<file path="src/rtl/core/lpid_pkg.sv">
// ----------------------------------------------------------------------------
// lpid_pkg
// Shared types and constants for the length-prefixed image deframer.
// ----------------------------------------------------------------------------
package lpid_pkg;

  localparam int          LENGTH_BITS_DEF = 31;
  localparam int          HEADER_BYTES    = 16;
  localparam int          HDR_COUNT_W     = 5;
  localparam logic [31:0] MAGIC_RESET     = 32'h00ab_cdef;

  typedef enum logic [1:0] {
    KIND_PAYLOAD = 2'd0,
    KIND_EMPTY   = 2'd1,
    KIND_BAD     = 2'd2
  } kind_t;

  typedef struct packed {
    kind_t              kind;
    logic [7:0]         payload_byte;
    logic               section;
    logic signed [31:0] frame_stamp;
    logic               last;
  } result_t;

endpackage

</file>
<file path="src/rtl/core/lpid_byte_if.sv">
// ----------------------------------------------------------------------------
// lpid_byte_if
// Valid/ready channel carrying one stream byte per word.
// ----------------------------------------------------------------------------
interface lpid_byte_if;
  logic       valid;
  logic       ready;
  logic [7:0] data_byte;

  modport source (output valid, output data_byte, input ready);
  modport sink (input valid, input data_byte, output ready);
endinterface

</file>
<file path="src/rtl/core/lpid_result_if.sv">
// ----------------------------------------------------------------------------
// lpid_result_if
// Valid/ready channel carrying one deframer result per word.
// ----------------------------------------------------------------------------
interface lpid_result_if;
  logic               valid;
  logic               ready;
  logic [1:0]         kind;
  logic [7:0]         payload_byte;
  logic               section;
  logic signed [31:0] frame_stamp;
  logic               last;

  modport source (
    output valid, output kind, output payload_byte, output section,
    output frame_stamp, output last, input ready
  );
  modport sink (
    input valid, input kind, input payload_byte, input section,
    input frame_stamp, input last, output ready
  );
endinterface

</file>
<file path="src/rtl/core/lpid_in_stage.sv">
// ----------------------------------------------------------------------------
// lpid_in_stage
// Input register: holds one stream byte until the core takes it.
// ----------------------------------------------------------------------------
module lpid_in_stage (
  input  logic        clk,
  input  logic        rst,
  lpid_byte_if.sink   stream,
  input  logic        take,
  output logic        stage_valid,
  output logic [7:0]  stage_byte
);

  assign stream.ready = !stage_valid || take;

  always_ff @(posedge clk) begin
    if (rst) begin
      stage_valid <= 1'b0;
    end else if (stream.ready) begin
      stage_valid <= stream.valid;
    end
  end

  always_ff @(posedge clk) begin
    if (stream.valid && stream.ready) begin
      stage_byte <= stream.data_byte;
    end
  end

endmodule

</file>
<file path="src/rtl/core/lpid_core.sv">
// ----------------------------------------------------------------------------
// lpid_core
// Header parse, length countdown and result register of the deframer.
// ----------------------------------------------------------------------------
module lpid_core #(
  parameter int LENGTH_BITS = lpid_pkg::LENGTH_BITS_DEF
) (
  input  logic              clk,
  input  logic              rst,
  input  logic              cfg_we,
  input  logic [31:0]       cfg_wdata,
  input  logic              stage_valid,
  input  logic [7:0]        stage_byte,
  output logic              take,
  input  logic              out_ready,
  output logic              res_valid,
  output lpid_pkg::result_t res
);

  import lpid_pkg::*;

  localparam int LB = LENGTH_BITS;

  logic [31:0]            expected_magic;
  logic [HDR_COUNT_W-1:0] header_count, header_count_next;
  logic [31:0]            word_assembly, word_assembly_next;
  logic                   magic_ok, magic_ok_next;
  logic [31:0]            stamp_word, stamp_word_next;
  logic                   colour_fits, colour_fits_next;
  logic [LB-1:0]          colour_remaining, colour_remaining_next;
  logic [LB-1:0]          depth_remaining, depth_remaining_next;
  logic                   error_latched, error_latched_next;
  logic                   res_valid_next;
  result_t                res_next;
  logic                   depth_fits;

  assign take = stage_valid && (!res_valid || out_ready);

  always_comb begin
    header_count_next     = header_count;
    word_assembly_next    = word_assembly;
    magic_ok_next         = magic_ok;
    stamp_word_next       = stamp_word;
    colour_fits_next      = colour_fits;
    colour_remaining_next = colour_remaining;
    depth_remaining_next  = depth_remaining;
    error_latched_next    = error_latched;
    res_valid_next        = res_valid && !out_ready;
    res_next              = res;
    depth_fits            = 1'b0;

    if (take && !error_latched) begin
      if (header_count < HDR_COUNT_W'(HEADER_BYTES)) begin
        word_assembly_next = {stage_byte, word_assembly[31:8]};
        header_count_next  = header_count + HDR_COUNT_W'(1);
        if (header_count[1:0] == 2'd3) begin
          unique case (header_count[3:2])
            2'd0: magic_ok_next = (word_assembly_next == expected_magic);
            2'd1: stamp_word_next = word_assembly_next;
            2'd2: begin
              colour_fits_next      = (word_assembly_next[31:LB] == '0);
              colour_remaining_next = word_assembly_next[LB-1:0];
            end
            default: begin
              depth_fits           = (word_assembly_next[31:LB] == '0);
              depth_remaining_next = word_assembly_next[LB-1:0];
              res_next.payload_byte = 8'd0;
              res_next.section      = 1'b0;
              res_next.frame_stamp  = stamp_word;
              if (!(magic_ok && colour_fits && depth_fits)) begin
                error_latched_next    = 1'b1;
                colour_remaining_next = '0;
                depth_remaining_next  = '0;
                res_valid_next        = 1'b1;
                res_next.kind         = KIND_BAD;
                res_next.last         = 1'b0;
              end else if (colour_remaining == '0 && depth_remaining_next == '0) begin
                header_count_next = '0;
                res_valid_next    = 1'b1;
                res_next.kind     = KIND_EMPTY;
                res_next.last     = 1'b1;
              end
            end
          endcase
        end
      end else begin
        if (colour_remaining != '0) begin
          colour_remaining_next = colour_remaining - LB'(1);
          res_next.section      = 1'b0;
        end else begin
          depth_remaining_next = depth_remaining - LB'(1);
          res_next.section     = 1'b1;
        end
        res_valid_next        = 1'b1;
        res_next.kind         = KIND_PAYLOAD;
        res_next.payload_byte = stage_byte;
        res_next.frame_stamp  = stamp_word;
        res_next.last         = (colour_remaining_next == '0) && (depth_remaining_next == '0);
        if (res_next.last) begin
          header_count_next = '0;
        end
      end
    end
  end

  always_ff @(posedge clk) begin
    if (rst) begin
      expected_magic   <= MAGIC_RESET;
      header_count     <= '0;
      word_assembly    <= '0;
      magic_ok         <= 1'b0;
      stamp_word       <= '0;
      colour_fits      <= 1'b0;
      colour_remaining <= '0;
      depth_remaining  <= '0;
      error_latched    <= 1'b0;
      res_valid        <= 1'b0;
    end else begin
      if (cfg_we) begin
        expected_magic <= cfg_wdata;
      end
      header_count     <= header_count_next;
      word_assembly    <= word_assembly_next;
      magic_ok         <= magic_ok_next;
      stamp_word       <= stamp_word_next;
      colour_fits      <= colour_fits_next;
      colour_remaining <= colour_remaining_next;
      depth_remaining  <= depth_remaining_next;
      error_latched    <= error_latched_next;
      res_valid        <= res_valid_next;
    end
  end

  always_ff @(posedge clk) begin
    res <= res_next;
  end

endmodule

</file>
<file path="src/rtl/core/length_prefixed_image_deframer.sv">
// ----------------------------------------------------------------------------
// length_prefixed_image_deframer
// Splits a byte stream of length-prefixed colour/depth frames into tagged
// payload bytes, empty-frame marks and a bad-header error.
//
//   channel   dir  word contents
//   stream    in   data_byte
//   result    out  kind, payload_byte, section, frame_stamp, last
//   cfg       in   cfg_we, cfg_wdata (expected_magic)
//
// One byte per cycle sustained while results are taken; each byte is
// held in the input register and its result then in the result register.
// The header/count update does at most one counter decrement per byte.
// Synchronous reset clears the counters, error latch and valid flags and
// restores expected_magic. A stalled result holds the core; the input
// register still takes one byte meanwhile.
// ----------------------------------------------------------------------------
module length_prefixed_image_deframer #(
  parameter int LENGTH_BITS = lpid_pkg::LENGTH_BITS_DEF
) (
  input  logic         clk,
  input  logic         rst,
  input  logic         cfg_we,
  input  logic [31:0]  cfg_wdata,
  lpid_byte_if.sink    stream,
  lpid_result_if.source result
);

  import lpid_pkg::*;

  logic       take;
  logic       stage_valid;
  logic [7:0] stage_byte;
  logic       res_valid;
  result_t    res;

  lpid_in_stage u_in_stage (
    .clk         (clk),
    .rst         (rst),
    .stream      (stream),
    .take        (take),
    .stage_valid (stage_valid),
    .stage_byte  (stage_byte)
  );

  lpid_core #(
    .LENGTH_BITS (LENGTH_BITS)
  ) u_core (
    .clk         (clk),
    .rst         (rst),
    .cfg_we      (cfg_we),
    .cfg_wdata   (cfg_wdata),
    .stage_valid (stage_valid),
    .stage_byte  (stage_byte),
    .take        (take),
    .out_ready   (result.ready),
    .res_valid   (res_valid),
    .res         (res)
  );

  assign result.valid        = res_valid;
  assign result.kind         = res.kind;
  assign result.payload_byte = res.payload_byte;
  assign result.section      = res.section;
  assign result.frame_stamp  = res.frame_stamp;
  assign result.last         = res.last;

endmodule

</file>
<file path="src/flat_wrapper.sv">
// flat-port wrapper written by rule: the top's interface ports become plain ports
module length_prefixed_image_deframer_flat import lpid_pkg::*;
#(
  parameter int LENGTH_BITS = lpid_pkg::LENGTH_BITS_DEF
)
  (clk, rst, cfg_we, cfg_wdata, stream_valid, stream_data_byte, stream_ready, result_valid, result_kind, result_payload_byte, result_section, result_frame_stamp, result_last, result_ready);
  lpid_byte_if stream_i ();
  lpid_result_if result_i ();
  input  logic clk;
  input  logic rst;
  input  logic cfg_we;
  input  logic [31:0] cfg_wdata;
  input wire logic [$bits(stream_i.valid)-1:0] stream_valid;
  input wire logic [$bits(stream_i.data_byte)-1:0] stream_data_byte;
  output wire logic [$bits(stream_i.ready)-1:0] stream_ready;
  output wire logic [$bits(result_i.valid)-1:0] result_valid;
  output wire logic [$bits(result_i.kind)-1:0] result_kind;
  output wire logic [$bits(result_i.payload_byte)-1:0] result_payload_byte;
  output wire logic [$bits(result_i.section)-1:0] result_section;
  output wire logic [$bits(result_i.frame_stamp)-1:0] result_frame_stamp;
  output wire logic [$bits(result_i.last)-1:0] result_last;
  input wire logic [$bits(result_i.ready)-1:0] result_ready;
  assign stream_i.valid = stream_valid;
  assign stream_i.data_byte = stream_data_byte;
  assign stream_ready = stream_i.ready;
  assign result_valid = result_i.valid;
  assign result_kind = result_i.kind;
  assign result_payload_byte = result_i.payload_byte;
  assign result_section = result_i.section;
  assign result_frame_stamp = result_i.frame_stamp;
  assign result_last = result_i.last;
  assign result_i.ready = result_ready;
  length_prefixed_image_deframer #(.LENGTH_BITS(LENGTH_BITS)) u_core (.clk(clk), .rst(rst), .cfg_we(cfg_we), .cfg_wdata(cfg_wdata), .stream(stream_i), .result(result_i));
endmodule
</file>
<file path="config.mk">
export PLATFORM = sky130hd
export DESIGN_NAME = length_prefixed_image_deframer_flat
export DESIGN_NICKNAME = d
export VERILOG_FILES = /design/src/rtl/core/lpid_pkg.sv /design/src/rtl/core/lpid_byte_if.sv /design/src/rtl/core/lpid_result_if.sv /design/src/rtl/core/lpid_in_stage.sv /design/src/rtl/core/lpid_core.sv /design/src/rtl/core/length_prefixed_image_deframer.sv /design/src/flat_wrapper.sv
export SDC_FILE = /design/constraint.sdc
export NUM_CORES = 1
export LEC_CHECK = 0
export ABC_CLOCK_PERIOD_IN_PS = 5400
export BUFFER_PORTS_ARGS = -buffer_cell sky130_fd_sc_hd__clkbuf_2
export CORE_MARGIN = 3
export CORE_UTILIZATION = 31
export CTS_BUF_LIST = sky130_fd_sc_hd__clkbuf_16
export CTS_CLUSTER_SIZE = 12
export DETAILED_ROUTE_END_ITERATION = 7
export PLACE_DENSITY = 0.54
export SYNTH_ARGS = -nofsm -noshare
export SYNTH_HDL_FRONTEND = slang
export SYNTH_SLANG_ARGS = --single-unit
</file>
<file path="constraint.sdc">
create_clock -name clk -period 5.4 [get_ports clk]
set_input_delay 1.08 -clock clk [delete_from_list [all_inputs] [get_ports clk]]
set_output_delay 1.08 -clock clk [all_outputs]
set_load 0.03 [all_outputs]
</file>
==> flow_summary.yaml <==
sta:
  min_period_over_period: 0.809
  slew_headroom: 0.267
  max_freq_ghz: 0.229
  rsz0062_at_grt: "false"
  whs_ns: 0.423
  tns_ns: 0
  worst_slack_ns: 1.03
  finalSetupViolCount: 0
  fin_crit_ns: 4.37
  worstMarginPinSlew_ns: 1.10
  slew_violations: 0
  finClkSkew_ns: 0.0181
  hold_viol: 0
clock_tree:
  holdBufCountCts: 0
  post_cts_buffers: 0
  cts_max_level: 1
  numCtsBuffers: 24
  cts_resized: 0
  cts_tree: "done"
  clockBufferDepth: 3
  cts.sinks: 212
  cts-root-buf: "clkbuf_16"
  insertion_delay_ns: 0.52
  cts.clk_slew.worst_paths_ns: 0.07
routing:
  top_layer: "met4"
  drt-total-wl_um: 37000
  routed-wl-met3_um: 2410
  vias_per_cell: 5.52
  wl_met1_um: 16800
  vias: 9645
  wl_met2_um: 16200
  drt_iter0_markers: 853
  drtAntennaViolNets: 0
  drc: 0
  drt-wirelength-per-cell_um: 21.2
  dr.pass1.iters: 5
layout:
  diodes: 0
  nNetsFinal: 1337
  post_route_cells_drive_above_1_share: 0.133
  syn_to_final_growth_pct: 14.7
  finalNonFillerCells: 1746
yosys:
  synth.largest_area_cell: "dfxtp_1"
  avgSynthCellArea_um2: 8.42
  synth_area_mm2: 0.0106
  synth_cells: 1253
  yosysWarnings: 0
  synth_edf_count: 52
  synth_area_leaders: "dfxtp_1 (30%), edfxtp_1 (15%), nand2_1 (6.8%)"
  synth_top_flop_cell: "dfxtp_1"
  async_flop_share: 0
  yosys.cell_types.count: 65
  ys_seq_area_frac: 0.452
  synth_nets: 1302
  ys_ff_latch: 212
  synth_top_area_frac: 0.304
worst_hold_path:
  whs_path_depth: 0
  hp-start: "u_core.u_core.stamp_word[3]"
  hold_class: "flop to flop"
  holdPathEnd: "u_core.u_core.res[4]"
place:
  portBuffers: 90
  dp_hpwl_um: 25200
  gp_congestion: 0.959
  pre_cts_slack_ns: 1.12
  dp.cells: 1704
power_and_ir_drop:
  clkPwrFrac: 0.458
  seq_power_share: 0.503
  max-vdd-ir-drop_v: 0.000216
  p_leak_nw: 4.46
  power_frac_comb: 0.039
  p_int_mw: 2.57
  p_sw_mw: 0.764
  switching_share: 0.229
  p_per_area_mw_per_mm2: 276
setup_path:
  startpoint_type: "flop"
  required_ns: 5.80
  critPathCaptureType: "flop"
  crit_type: "flop to flop"
  ff2ff_setup_slack_ns: 1.03
  r2r-start: "u_core.u_core.colour_remaining[14]"
  critPathMaxStageDelay_ns: 1.00
  cp.arrival_ns: 4.77
  timing.rr.end: "u_core.u_core.header_count[1]"
  worstPathMaxFanout: 20
  path_cells: "or4_4, or3_1, or4_1, o31a_1, nor4_1, nand4_1, a2111oi_4, a21oi_1, a31o_2"
  crit_slowest_cell: "or4_1"
  rr_worst_depth: 9
flow_run:
  maxCapViolations: 0
grt:
  grt_pass1_wl_um: 55200
  overflow: 0
  antenna_found_initial: 0
  first_global_vias: 8819
  grt_max_degree: 88
  gr-usage-all-layers: 0.197
die:
  dieArea_mm2: 0.0363
  core-area_mm2: 0.0330
  num_rows: 66
  start_util: 0.319
  io_pins: 91
  dieHeight_um: 190
  die_w_um: 190
outcome:
  status: "completed"
-- routing by layer --
layer,track usage,up-vias
met2,0.306,401
li1,-,4600
met5,0,-
met4,0.0771,0
met1,0.280,4559
met3,0.0221,85
-- power groups by stage --
stage	logic [mW]	clock network (mW)	registers [mW]
after detailed placement	0.129	0	1.71
final	0.130	1.53	1.68
after CTS	0.130	1.56	1.68
after global placement	0.128	0	1.71
after global routing	0.142	1.61	1.68
after floorplan	0.0858	0	1.69
-- how the worst max path moves through the flow --
stage / start / to / slack, ns / cells past startpoint
floorplan: u_core.u_core.colour_remaining[4] / u_core.u_core.header_count[3] / 1.69 / 10
global placement: u_core.u_core.colour_remaining[14] / u_core.u_core.header_count[1] / 1.13 / 9
detailed placement: u_core.u_core.colour_remaining[14] / u_core.u_core.header_count[1] / 1.12 / 9
CTS: u_core.u_core.colour_remaining[14] / u_core.u_core.header_count[1] / 1.09 / 9
global route: u_core.u_core.colour_remaining[14] / u_core.u_core.header_count[0] / 0.82 / 8
finish: u_core.u_core.colour_remaining[14] / u_core.u_core.header_count[1] / 1.03 / 9
-- cells in the mapped netlist, types with 3 or more instances --
| library cell | number |
|---|---|
| ha_1 | 4 |
| nand4b_1 | 3 |
| and2_1 | 13 |
| nor2b_1 | 18 |
| inv_1 | 18 |
| xnor2_1 | 11 |
| a211oi_1 | 11 |
| o31a_1 | 4 |
| a21boi_0 | 3 |
| a311oi_1 | 5 |
| mux2i_1 | 19 |
| or3_1 | 12 |
| and4_1 | 3 |
| nor4_1 | 42 |
| clkbuf_1 | 97 |
| a21o_1 | 6 |
| nor2_1 | 105 |
| or4_1 | 14 |
| nor3_1 | 72 |
| nor4b_1 | 4 |
| o21ai_0 | 38 |
| buf_1 | 9 |
| nand2_1 | 192 |
| a21oi_1 | 76 |
| nand3_1 | 40 |
| nand3b_1 | 3 |
| nand2b_1 | 5 |
| a31oi_1 | 31 |
| mux2_2 | 4 |
| nand4_1 | 23 |
| a221oi_1 | 24 |
| a211o_1 | 21 |
| edfxtp_1 | 52 |
| dfxtp_1 | 160 |
| o211ai_1 | 3 |
| nor3b_1 | 8 |
| xor2_1 | 48 |
| buf_2 | 6 |
| o31ai_1 | 11 |
| a2111oi_0 | 3 |
-- cells by family (layout without fill, tap and decap cells) --
logic type | count (synthesis) | count (layout) | synth area share
compound gates | 254 | 254 | 0.160
xor+xnor | 59 | 59 | 0.0490
fa+ha+maj | 4 | 4 | 0.00474
buf+inv | 132 | 183 | 0.0484
flops | 212 | 212 | 0.452
mux | 23 | 23 | 0.0223
simple gates | 569 | 569 | 0.264
-- cell usage in the layout, fill, tap and decap left out, types with 6 or more instances in the layout --
cell type,n
xnor2_1,11
mux2i_1,19
buf_4,33
edfxtp_1,52
nor2b_1,18
nand2_1,192
a31oi_1,31
or4_1,14
clkbuf_2,89
a211oi_1,10
nand3_1,40
a221oi_1,24
a21o_1,6
nand4_1,23
a211o_1,21
o21ai_0,38
xor2_1,48
nor2_1,105
a21oi_1,76
clkbuf_16,25
dfxtp_1,159
and2_1,13
o31ai_1,11
nor4_1,42
nor3b_1,8
or3_1,12
nor3_1,71
inv_1,26
-- metrics by stage --
step / util / total power [mW] / area, um^2
6_report: 0.366 / 3.34 / 12100
5_1_grt: 0.366 / 3.44 / 12100
2_1_floorplan: - / 1.78 / 10600
3_3_place_gp: 0.345 / 1.84 / 11400
4_1_cts: 0.366 / 3.37 / 12100
3_5_place_dp: 0.345 / 1.84 / 11400
-- registers in the layout (all words and copies together) (netlist names) --
name and count:
u_core.u_core.stamp_word 32, u_core.u_in_stage.stage_valid 1, u_core.u_in_stage.stage_byte 8, u_core.u_core.res 44
u_core.u_core.magic_ok 1, u_core.u_core.error_latched 1, u_core.u_core.depth_remaining 31, u_core.u_core.res_valid 1
u_core.u_core.header_count 5, u_core.u_core.colour_fits 1, u_core.u_core.expected_magic 32, u_core.u_core.colour_remaining 31
u_core.u_core.word_assembly 24
-- critical path: cells and delay by family (launching register included) --
| kind | cells | cell delay, ns |
|---|---|---|
| flip-flops | 1 | 0.39 |
| AND/OR/NAND/NOR | 5 | 2.66 |
| AO/OA/AOI/OAI | 4 | 1.19 |
-- cell type report --
type	count	area, um^2
Tap cell	442	553
Clock buffer	25	626
Inverter	19	71.3
Clock inverter	17	97.6
Multi-Input combinational cell	909	5300
Timing Repair Buffer	122	693
Fill cell	3415	20900
Sequential cell	212	4770
Power figures use the tool's default switching activity.
